`config.mk`:
```
export PLATFORM = sky130hd
export DESIGN_NAME = rtc_ctrl
export DESIGN_NICKNAME = d
export VERILOG_FILES = /design/src/rtl/core/rtc_pkg.sv /design/src/rtl/core/rtc_ctrl.sv
export SDC_FILE = /design/constraint.sdc
export NUM_CORES = 1
export LEC_CHECK = 0
export BUFFER_PORTS_ARGS = -buffer_cell sky130_fd_sc_hd__buf_2
export CAP_MARGIN = 20
export CORE_MARGIN = 2
export CORE_UTILIZATION = 50
export CTS_BUF_LIST = sky130_fd_sc_hd__clkbuf_4 sky130_fd_sc_hd__clkbuf_8
export CTS_CLUSTER_DIAMETER = 200
export CTS_CLUSTER_SIZE = 16
export DETAILED_ROUTE_END_ITERATION = 6
export PLACE_DENSITY = 0.78
export SLEW_MARGIN = 40
export SYNTH_ARGS = -nofsm -noshare
export SYNTH_HDL_FRONTEND = slang
export SYNTH_SLANG_ARGS = --single-unit
```
`constraint.sdc`:
```
create_clock -name clk -period 1.95 [get_ports clk]
set_input_delay 0.2925 -clock clk [delete_from_list [all_inputs] [get_ports clk]]
set_output_delay 0.2925 -clock clk [all_outputs]
set_load 0.005 [all_outputs]
```
`src/rtl/core/rtc_pkg.sv`:
```
// Shared types, constants and helper functions for the ray/triangle core.
// Used by the controller, datapath, divider and top level; no dependencies.
`timescale 1ns / 1ps
`default_nettype none

package rtc_pkg;

    // Number formats.
    localparam int FRAC_BITS = 16;
    localparam int Q_W       = 32;
    localparam int DIR_W     = 18;
    localparam int DIST_W    = 31;
    localparam int ACC_W     = 2 * Q_W - FRAC_BITS + 2;
    localparam int DVD_W     = 2 * FRAC_BITS + 1;
    localparam int CNT_W     = $clog2(DVD_W + 1);
    localparam int PC_W      = 5;
    localparam int CFG_IDX_W = 3;

    localparam logic signed [Q_W-1:0] ONE_P1   = Q_W'((64'd1 << FRAC_BITS) + 64'd1);
    localparam logic signed [Q_W-1:0] MINUS1   = -Q_W'(1);
    localparam logic signed [Q_W-1:0] Q_MAX    = {1'b0, {(Q_W-1){1'b1}}};
    localparam logic signed [Q_W-1:0] Q_MIN    = {1'b1, {(Q_W-1){1'b0}}};

    // Configuration register indexes.
    localparam logic [CFG_IDX_W-1:0] CFG_ORIGIN_X = 3'd0;
    localparam logic [CFG_IDX_W-1:0] CFG_ORIGIN_Y = 3'd1;
    localparam logic [CFG_IDX_W-1:0] CFG_ORIGIN_Z = 3'd2;
    localparam logic [CFG_IDX_W-1:0] CFG_DIR_X    = 3'd3;
    localparam logic [CFG_IDX_W-1:0] CFG_DIR_Y    = 3'd4;
    localparam logic [CFG_IDX_W-1:0] CFG_DIR_Z    = 3'd5;
    localparam logic [CFG_IDX_W-1:0] CFG_MAX_DIST = 3'd6;

    // Operand source codes for the shared multiply-accumulate unit.
    localparam logic [4:0] SRC_D0 = 5'd0,  SRC_D1 = 5'd1,  SRC_D2 = 5'd2;
    localparam logic [4:0] SRC_E10 = 5'd3, SRC_E11 = 5'd4, SRC_E12 = 5'd5;
    localparam logic [4:0] SRC_E20 = 5'd6, SRC_E21 = 5'd7, SRC_E22 = 5'd8;
    localparam logic [4:0] SRC_S0 = 5'd9,  SRC_S1 = 5'd10, SRC_S2 = 5'd11;
    localparam logic [4:0] SRC_P0 = 5'd12, SRC_P1 = 5'd13, SRC_P2 = 5'd14;
    localparam logic [4:0] SRC_Q0 = 5'd15, SRC_Q1 = 5'd16, SRC_Q2 = 5'd17;
    localparam logic [4:0] SRC_RECIP = 5'd18, SRC_TU = 5'd19, SRC_TV = 5'd20;
    localparam logic [4:0] SRC_TT = 5'd21, SRC_T = 5'd22;

    // Destination codes for the accumulator result.
    localparam logic [4:0] DST_NONE = 5'd0;
    localparam logic [4:0] DST_P0 = 5'd1, DST_P1 = 5'd2, DST_P2 = 5'd3;
    localparam logic [4:0] DST_DET = 5'd4, DST_TU = 5'd5;
    localparam logic [4:0] DST_Q0 = 5'd6, DST_Q1 = 5'd7, DST_Q2 = 5'd8;
    localparam logic [4:0] DST_TV = 5'd9, DST_TT = 5'd10;
    localparam logic [4:0] DST_U = 5'd11, DST_V = 5'd12, DST_T = 5'd13;
    localparam logic [4:0] DST_BP0 = 5'd14, DST_BP1 = 5'd15, DST_BP2 = 5'd16;

    // Program counter landmarks.
    localparam logic [PC_W-1:0] PC_DIV_START = 5'd9;
    localparam logic [PC_W-1:0] PC_T_DONE    = 5'd26;
    localparam logic [PC_W-1:0] PC_POINT     = 5'd27;
    localparam logic [PC_W-1:0] PC_END       = 5'd29;

    // One step of the datapath program.
    typedef struct packed {
        logic [4:0] a_sel;
        logic [4:0] b_sel;
        logic       neg;
        logic       first;
        logic       org;
        logic       last;
        logic       wait_div;
        logic [4:0] dest;
    } op_t;

    // Controller to datapath.
    typedef struct packed {
        logic load;
        logic mesh_start;
        logic exec;
        op_t  op;
        logic div_start;
        logic commit;
        logic load_out;
    } cmd_t;

    // Datapath to controller.
    typedef struct packed {
        logic det_zero;
        logic div_busy;
        logic hit_ok;
    } status_t;

    function automatic op_t mk_op(input logic [4:0] a, input logic [4:0] b,
                                  input logic neg, input logic first,
                                  input logic org, input logic wait_div,
                                  input logic [4:0] dest);
        op_t o;
        o.a_sel    = a;
        o.b_sel    = b;
        o.neg      = neg;
        o.first    = first;
        o.org      = org;
        o.last     = (dest != DST_NONE);
        o.wait_div = wait_div;
        o.dest     = dest;
        return o;
    endfunction

    // Step sequence: P = d x e2, det, S.P, Q = s x e1, d.Q, e2.Q,
    // then the three scalings by the reciprocal and the hit point.
    function automatic op_t get_op(input logic [PC_W-1:0] pc);
        op_t o;
        o = mk_op(SRC_D0, SRC_D0, 1'b0, 1'b0, 1'b0, 1'b0, DST_NONE);
        case (pc)
            5'd0:  o = mk_op(SRC_D1, SRC_E22, 1'b0, 1'b1, 1'b0, 1'b0, DST_NONE);
            5'd1:  o = mk_op(SRC_D2, SRC_E21, 1'b1, 1'b0, 1'b0, 1'b0, DST_P0);
            5'd2:  o = mk_op(SRC_D2, SRC_E20, 1'b0, 1'b1, 1'b0, 1'b0, DST_NONE);
            5'd3:  o = mk_op(SRC_D0, SRC_E22, 1'b1, 1'b0, 1'b0, 1'b0, DST_P1);
            5'd4:  o = mk_op(SRC_D0, SRC_E21, 1'b0, 1'b1, 1'b0, 1'b0, DST_NONE);
            5'd5:  o = mk_op(SRC_D1, SRC_E20, 1'b1, 1'b0, 1'b0, 1'b0, DST_P2);
            5'd6:  o = mk_op(SRC_E10, SRC_P0, 1'b0, 1'b1, 1'b0, 1'b0, DST_NONE);
            5'd7:  o = mk_op(SRC_E11, SRC_P1, 1'b0, 1'b0, 1'b0, 1'b0, DST_NONE);
            5'd8:  o = mk_op(SRC_E12, SRC_P2, 1'b0, 1'b0, 1'b0, 1'b0, DST_DET);
            5'd9:  o = mk_op(SRC_S0, SRC_P0, 1'b0, 1'b1, 1'b0, 1'b0, DST_NONE);
            5'd10: o = mk_op(SRC_S1, SRC_P1, 1'b0, 1'b0, 1'b0, 1'b0, DST_NONE);
            5'd11: o = mk_op(SRC_S2, SRC_P2, 1'b0, 1'b0, 1'b0, 1'b0, DST_TU);
            5'd12: o = mk_op(SRC_S1, SRC_E12, 1'b0, 1'b1, 1'b0, 1'b0, DST_NONE);
            5'd13: o = mk_op(SRC_S2, SRC_E11, 1'b1, 1'b0, 1'b0, 1'b0, DST_Q0);
            5'd14: o = mk_op(SRC_S2, SRC_E10, 1'b0, 1'b1, 1'b0, 1'b0, DST_NONE);
            5'd15: o = mk_op(SRC_S0, SRC_E12, 1'b1, 1'b0, 1'b0, 1'b0, DST_Q1);
            5'd16: o = mk_op(SRC_S0, SRC_E11, 1'b0, 1'b1, 1'b0, 1'b0, DST_NONE);
            5'd17: o = mk_op(SRC_S1, SRC_E10, 1'b1, 1'b0, 1'b0, 1'b0, DST_Q2);
            5'd18: o = mk_op(SRC_D0, SRC_Q0, 1'b0, 1'b1, 1'b0, 1'b0, DST_NONE);
            5'd19: o = mk_op(SRC_D1, SRC_Q1, 1'b0, 1'b0, 1'b0, 1'b0, DST_NONE);
            5'd20: o = mk_op(SRC_D2, SRC_Q2, 1'b0, 1'b0, 1'b0, 1'b0, DST_TV);
            5'd21: o = mk_op(SRC_E20, SRC_Q0, 1'b0, 1'b1, 1'b0, 1'b0, DST_NONE);
            5'd22: o = mk_op(SRC_E21, SRC_Q1, 1'b0, 1'b0, 1'b0, 1'b0, DST_NONE);
            5'd23: o = mk_op(SRC_E22, SRC_Q2, 1'b0, 1'b0, 1'b0, 1'b0, DST_TT);
            5'd24: o = mk_op(SRC_RECIP, SRC_TU, 1'b0, 1'b1, 1'b0, 1'b1, DST_U);
            5'd25: o = mk_op(SRC_RECIP, SRC_TV, 1'b0, 1'b1, 1'b0, 1'b0, DST_V);
            5'd26: o = mk_op(SRC_RECIP, SRC_TT, 1'b0, 1'b1, 1'b0, 1'b0, DST_T);
            5'd27: o = mk_op(SRC_D0, SRC_T, 1'b0, 1'b1, 1'b1, 1'b0, DST_BP0);
            5'd28: o = mk_op(SRC_D1, SRC_T, 1'b0, 1'b1, 1'b1, 1'b0, DST_BP1);
            5'd29: o = mk_op(SRC_D2, SRC_T, 1'b0, 1'b1, 1'b1, 1'b0, DST_BP2);
            default: o = mk_op(SRC_D0, SRC_D0, 1'b0, 1'b0, 1'b0, 1'b0, DST_NONE);
        endcase
        return o;
    endfunction

    // Saturate the accumulator to a Q value.
    function automatic logic signed [Q_W-1:0] sat_acc(input logic signed [ACC_W-1:0] x);
        logic [ACC_W-Q_W:0] hi;
        hi = x[ACC_W-1:Q_W-1];
        if ((&hi) || !(|hi))
            return x[Q_W-1:0];
        return x[ACC_W-1] ? Q_MIN : Q_MAX;
    endfunction

    // Saturate a one-bit-grown difference to a Q value.
    function automatic logic signed [Q_W-1:0] sat_diff(input logic signed [Q_W:0] x);
        if (x[Q_W] == x[Q_W-1])
            return x[Q_W-1:0];
        return x[Q_W] ? Q_MIN : Q_MAX;
    endfunction

endpackage

`default_nettype wire

```
`src/rtl/core/rtc_ctrl.sv`:
```
// Controller: sequences the datapath program for each triangle and runs both
// handshakes. Depends on rtc_pkg for the command, status and step encodings.
`timescale 1ns / 1ps
`default_nettype none

module rtc_ctrl (
    input  wire logic             clk,
    input  wire logic             rst_n,
    input  wire logic             in_valid,
    output logic                  in_stall,
    input  wire logic             last_triangle,
    output logic                  out_valid,
    input  wire logic             out_stall,
    output rtc_pkg::cmd_t         cmd,
    input  wire rtc_pkg::status_t status
);

    localparam logic [1:0] S_IDLE   = 2'd0;
    localparam logic [1:0] S_RUN    = 2'd1;
    localparam logic [1:0] S_CHECK  = 2'd2;
    localparam logic [1:0] S_FINISH = 2'd3;

    logic [1:0]               state_reg, state_next;
    logic [rtc_pkg::PC_W-1:0] pc_reg, pc_next;
    logic                     last_reg, last_next;
    logic                     mesh_open_reg, mesh_open_next;
    logic                     out_valid_reg, out_valid_next;
    logic                     accept;
    logic                     hold;
    logic                     abort;
    rtc_pkg::op_t             op;

    assign in_stall  = (state_reg != S_IDLE);
    assign out_valid = out_valid_reg;
    assign accept    = in_valid && !in_stall;
    assign op        = rtc_pkg::get_op(pc_reg);
    assign hold      = op.wait_div && status.div_busy;
    assign abort     = (pc_reg == rtc_pkg::PC_DIV_START) && status.det_zero;

    // Next state and commands.
    always_comb
    begin
        state_next     = state_reg;
        pc_next        = pc_reg;
        last_next      = last_reg;
        mesh_open_next = mesh_open_reg;
        out_valid_next = out_valid_reg;
        cmd            = '0;
        cmd.op         = op;
        if (out_valid_reg && !out_stall)
            out_valid_next = 1'b0;
        unique case (state_reg)
            S_IDLE:
            begin
                if (accept)
                begin
                    cmd.load       = 1'b1;
                    cmd.mesh_start = !mesh_open_reg;
                    mesh_open_next = 1'b1;
                    last_next      = last_triangle;
                    pc_next        = '0;
                    state_next     = S_RUN;
                end
            end
            S_RUN:
            begin
                if (abort)
                    state_next = S_FINISH;
                else if (!hold)
                begin
                    cmd.exec      = 1'b1;
                    cmd.div_start = (pc_reg == rtc_pkg::PC_DIV_START);
                    pc_next       = pc_reg + 1'b1;
                    if (pc_reg == rtc_pkg::PC_T_DONE)
                        state_next = S_CHECK;
                    else if (pc_reg == rtc_pkg::PC_END)
                        state_next = S_FINISH;
                end
            end
            S_CHECK:
            begin
                if (status.hit_ok)
                begin
                    cmd.commit = 1'b1;
                    pc_next    = rtc_pkg::PC_POINT;
                    state_next = S_RUN;
                end
                else
                    state_next = S_FINISH;
            end
            S_FINISH:
            begin
                if (!last_reg)
                    state_next = S_IDLE;
                else if (!out_valid_reg || !out_stall)
                begin
                    cmd.load_out   = 1'b1;
                    out_valid_next = 1'b1;
                    mesh_open_next = 1'b0;
                    state_next     = S_IDLE;
                end
            end
            default:
                state_next = S_IDLE;
        endcase
    end

    always_ff @(posedge clk or negedge rst_n)
    begin
        if (!rst_n)
        begin
            state_reg     <= S_IDLE;
            pc_reg        <= '0;
            last_reg      <= 1'b0;
            mesh_open_reg <= 1'b0;
            out_valid_reg <= 1'b0;
        end
        else
        begin
            state_reg     <= state_next;
            pc_reg        <= pc_next;
            last_reg      <= last_next;
            mesh_open_reg <= mesh_open_next;
            out_valid_reg <= out_valid_next;
        end
    end

endmodule

`default_nettype wire

```
==> impl_metrics.ini, run 1 <==
[floorplan]
rows = 19
die_w_um = 58.2
ioPinCount = 36
die_h_um = 58.2
initial_utilization = 0.528
core_sq_um = 2780
dieArea_sq_um = 3390

[setup_path]
slowest_delay_ns = 0.41
cpMostUsedCell = buf_4
critPathArrivalTime_ns = 1.84
crit_path_cell_trace = buf_4 -> ha_4 -> buf_4 -> o211ai_1 -> nand2_1 -> o22a_1 -> buf_2
startpoint_type = flop
cp_max_fo = 9
critPathKind = flop to output port
critPathCaptureType = output port
required_ns = 1.66
r2r_cells = 7
cp_slowest_cell = dfrtp_2

[cells_and_area]
final_cells = 292
area_growth_pct = 45.5
largest_reg_flops = 5
drive_gt1_frac = 0.456
final_core_util = 0.768
final_common_cell = buf_2
nets = 284
final_area_sq_um = 2140
antennaDiodeCount = 0
final_cell_mix = buf_2, buf_4, nand2_1, o21ai_0, inv_1

[timing]
setup_violations = 15
hold_viol = 0
whs_ns = 0.269
worst_pin_slew_ns = 0.501
slew_viol_final = 0
rsz0062_at_grt = yes
tns_ns = -1.33
skew_ns = 0.00281
worst_slack_ns = -0.184
slew_headroom = 0.663
max_freq_mhz = 469
fin_crit_sh = 1.09
min_period_ns = 2.13

[synthesis]
syn_avg_cell_area_sq_um = 7.34
syn_area_sq_um = 1470
ys_types = 52
async_flop_share = 1.00
synthCells = 200
ys_warn_count = 0
synth_ff_type = dfrtp_1
synth_enable_flop_cells = 0
ys_ff_latch = 10
synth.yosys.seq_area_share = 0.170
synth_fp_nets = 222

[clock_network]
clockBufferDepth = 2
clk_pin_slew_ns = 0.06
clock_sinks = 10
cts_made_buffers = 3
clk-insertion-delay-late_ns = 0.26
cts_max_level = 1
cts_root_buf = clkbuf_4
tritoncts = done

[power_and_ir_drop]
vdd_drop_max_mv = 1.58
power_density_nw_per_um2 = 1710
power.static_leakage_nw = 0.992
power_mw = 3.66
p_seq_frac = 0.120
p_int_mw = 1.90
switching_share = 0.482
combPwrFrac = 0.830
clockPowerShare = 0.050
switchingPower_mw = 1.76

[global_route]
first_global_vias = 1595
grt_remaining_overflow = 0
antenna_found_initial = 0
grt_max_degree = 20
track_usage = 0.274
grt_pass1_wl_mm = 7.33

[routing]
dr_total_vias = 1784
routed_wirelength_mm = 4.72
drtAntennaViolNets = 0
drt-wirelength-per-cell_um = 16.2
drt_pass1_iterations = 4
drtIter0Drc = 166
route.detailed.drc = 0
via_per_inst = 6.11

[place]
placedCellCount = 275
place_ws_ns = 0.0109
numPortBuffers = 35
dpl-instance-area_sq_um = 1810
dp_hpwl_mm = 3.24
place_congestion = 0.982

[run]
maxCapViolCount = 0

[outcome]
violations = setup timing
outcome = finished with violations

[hold_path]
hold_depth = 2
hp-class = input port to flop
area by class of cell:
| type | instances | area (sq um) |
|---|---|---|
| well taps | 31 | 38.8 |
| multi-input cells | 158 | 1270 |
| flip-flops and latches | 10 | 255 |
| fillers | 207 | 644 |
| repair buffers | 73 | 474 |
| clock buffers | 4 | 36.3 |
| inverters | 16 | 63.8 |
power by group through the flow:
stage	Sequential [mW]	Combinational, mW	Clock, mW
5_1_grt	0.450	3.31	0.197
3_3_place_gp	0.424	2.35	0
4_1_cts	0.433	2.61	0.187
6_report	0.438	3.04	0.183
2_1_floorplan	0.356	1.61	0
3_5_place_dp	0.430	2.38	0
cell usage after synthesis (3+ instances only):
library cell / n / area [sq um]
nand2_1: 22 / 82.6
o21ai_0: 18 / 90.1
inv_1: 16 / 60.1
ha_1: 14 / 175
nor2_1: 14 / 52.6
a21oi_1: 12 / 60.1
dfrtp_1: 10 / 250
clkbuf_1: 9 / 33.8
mux2i_1: 9 / 90.1
nand2b_1: 7 / 43.8
a211oi_1: 6 / 45.0
a31oi_1: 4 / 25.0
nand3_1: 4 / 20.0
buf_1: 3 / 11.3
nor3_1: 3 / 15.0
o211ai_1: 3 / 22.5
path summary, 6_finish.rpt:
kind,slack [ns],endpoint,start
max in group asynchronous,1.34,pc_reg[0],rst_n
min reg2reg,0.53,last_reg,last_reg
min,0.27,last_reg,last_triangle
max reg2reg,-0.02,pc_reg[4],pc_reg[1]
min in group asynchronous,0.41,out_valid,rst_n
max,-0.18,cmd[15],pc_reg[0]
what timing repair did:
item	CTS	global route
setup buffers	4	8
setup endpoints to repair	19	25
hold buffers	1	0
pin swaps	14	14
endpoints found under the hold margin	10	0
resized for setup	27	24
routing by layer:
metal	track usage	routed length (um)
met1	0.360	2010
met2	0.469	2370
met3	0.0156	258
met4	0.110	75
met5	0	0
worst max-delay path: cells and delay by family (launching register included):
family	cells	cell delay, ns
AO/OA/AOI/OAI	2	0.46
buffers and inverters	3	0.45
flip-flops	1	0.41
adder cells (fa/ha/maj)	1	0.19
AND/OR/NAND/NOR	1	0.08
cell families (layout without fill, tap and decap cells):
family | after synthesis | in the layout | share of synthesized area
AO/OA/AOI/OAI | 69 | 69 | 0.316
AND/OR/NAND/NOR | 62 | 62 | 0.208
buffers and inverters | 32 | 93 | 0.0886
adder cells (fa/ha/maj) | 14 | 14 | 0.119
multiplexers | 12 | 12 | 0.0920
flip-flops | 10 | 10 | 0.170
XOR/XNOR | 1 | 1 | 0.00596
(Power assumes the default switching activity.)
==> inputs of run 2 (changes only) <==
--- a/config.mk
+++ b/config.mk
@@ -13,7 +13,7 @@
 export CTS_CLUSTER_DIAMETER = 200
 export CTS_CLUSTER_SIZE = 16
 export DETAILED_ROUTE_END_ITERATION = 6
-export PLACE_DENSITY = 0.78
+export PLACE_DENSITY = 0.82
 export SLEW_MARGIN = 40
 export SYNTH_ARGS = -nofsm -noshare
 export SYNTH_HDL_FRONTEND = slang
==> impl_metrics.ini, run 2 (synthesized netlist as in run 1, its figures left out) <==
[outcome]
outcome = finished with violations
violations = setup timing

[timing]
max_freq_mhz = 431
skew_ns = 0.00258
slew_viol_final = 0
fin_crit_sh = 1.19
setup_violations = 22
rsz0062_at_grt = yes
slew_headroom = 0.666
worst_slack_ns = -0.372
worst_pin_slew_ns = 0.495
whs_ns = 0.256
min_period_ns = 2.32
hold_viol = 0

[power_and_ir_drop]
power.static_leakage_nw = 1.01
power_density_nw_per_um2 = 1730
vdd_drop_max_mv = 1.32

[cells_and_area]
area_growth_pct = 50.0
largest_reg_flops = 5
final_core_util = 0.792
antennaDiodeCount = 0
final_cells = 291
drive_gt1_frac = 0.477
nets = 283
nFillCells = 169
final_common_cell = buf_2
final_cell_mix = buf_2, buf_4, nand2_1, inv_1, o21ai_0

[global_route]
track_usage = 0.296
grt_max_degree = 21
antenna_found_initial = 0
grt_remaining_overflow = 0
first_global_vias = 1711
grt_pass1_wl_mm = 7.88

[setup_path]
path_delay_family = buffers and inverters
startpoint_type = flop
cp_num_buf_inv = 4
cp_max_fo = 4
critPathArrivalTime_ns = 2.03
slowest_delay_ns = 0.44
cp_slowest_cell = dfrtp_1
critPathKind = flop to output port
required_ns = 1.66
critPathCaptureType = output port
crit_path_cell_trace = inv_2 -> ha_4 -> buf_4 -> buf_6 -> nor2_1 -> o211ai_1 -> a21oi_1 -> a31oi_1 -> buf_2

[clock_network]
cts_max_level = 1
cts_root_buf = clkbuf_4
cts_made_buffers = 3
clk_pin_slew_ns = 0.08
clockBufferDepth = 2
clk-insertion-delay-late_ns = 0.27
clock_sinks = 10
tritoncts = done

[routing]
wl_met3_um = 416
met2WireLength_mm = 2.89
drtAntennaViolNets = 0
routed_wirelength_mm = 5.51
dr_total_vias = 1879
top_layer = met4
via_per_inst = 6.46
drtIter0Drc = 227
route.detailed.drc = 0
drt_pass1_iterations = 5
drt-wirelength-per-cell_um = 18.9
m1WireLength_mm = 2.08

[floorplan]
ioPinCount = 36
rows = 19
die_w_um = 58.2
core_sq_um = 2780
dieArea_sq_um = 3390
initial_utilization = 0.528
die_h_um = 58.2

[place]
placedCellCount = 270
place_congestion = 0.947
place_ws_ns = -0.00770
numPortBuffers = 35
dp_hpwl_mm = 3.20

[hold_path]
hp-class = input port to flop

[run]
maxCapViolCount = 0
## run 2: path summary, 6_finish.rpt
path / depth (start not counted) / end / slack, ns / from
setup reg to reg: 7 / pc_reg[4] / -0.05 / pc_reg[1]
hold / removal: 2 / last_reg / 0.26 / last_triangle
min in group asynchronous: 2 / last_reg / 0.45 / rst_n
setup / recovery: 9 / cmd[11] / -0.37 / pc_reg[1]
hold reg to reg: 1 / last_reg / 0.52 / last_reg
max in group asynchronous: 2 / pc_reg[0] / 1.27 / rst_n
## run 2: layout make-up
| type | count | area (sq um) | share of cell area |
|---|---|---|---|
| clock buffers | 4 | 36.3 | 0.0165 |
| well taps | 31 | 38.8 | 0.0176 |
| repair buffers | 72 | 482 | 0.219 |
| inverters | 16 | 65.1 | 0.0295 |
| multi-input cells | 158 | 1330 | 0.602 |
| flip-flops and latches | 10 | 255 | 0.116 |
## run 2: worst reg2reg max path, cell delays in order, from the launching register on
cell and delay (ns):
dfrtp_1 0.44, inv_2 0.12, ha_4 0.18, buf_4 0.14
and4b_4 0.21, a22o_4 0.29, a221o_1 0.32, a32o_1 0.20
## run 2: metrics by stage
| stage | TNS, ns | area (sq um) | power [mW] |
|---|---|---|---|
| floorplan | 0 | 1490 | 1.97 |
| global placement | 0 | 1770 | 2.73 |
| detailed placement | -0.0103 | 1770 | 2.77 |
| CTS | -0.937 | 2000 | 3.29 |
| global route | -4.07 | 2200 | 4.03 |
| finish | -3.06 | 2200 | 3.81 |
## run 2: where the power goes
group	leakage [nW]	total [mW]	switching (mW)	internal, mW
registers	0.120	0.445	0.143	0.302
clock network	0.0210	0.195	0.0817	0.113
logic	0.866	3.17	1.68	1.49
## run 2: metal layers
metal,vias to the layer above,track usage
met5,-,0
met4,0,0.116
met3,23,0.0357
met2,122,0.545
met1,887,0.346
li1,847,-
## run 2: timing repair
action / 4_1_cts / 5_1_grt
endpoints found under the setup margin: 19 / 21
pin swaps: 10 / 13
buffers inserted: 9 / 7
hold buffers: 1 / 0
resized for setup: 30 / 38
endpoints found under the hold margin: 10 / 0
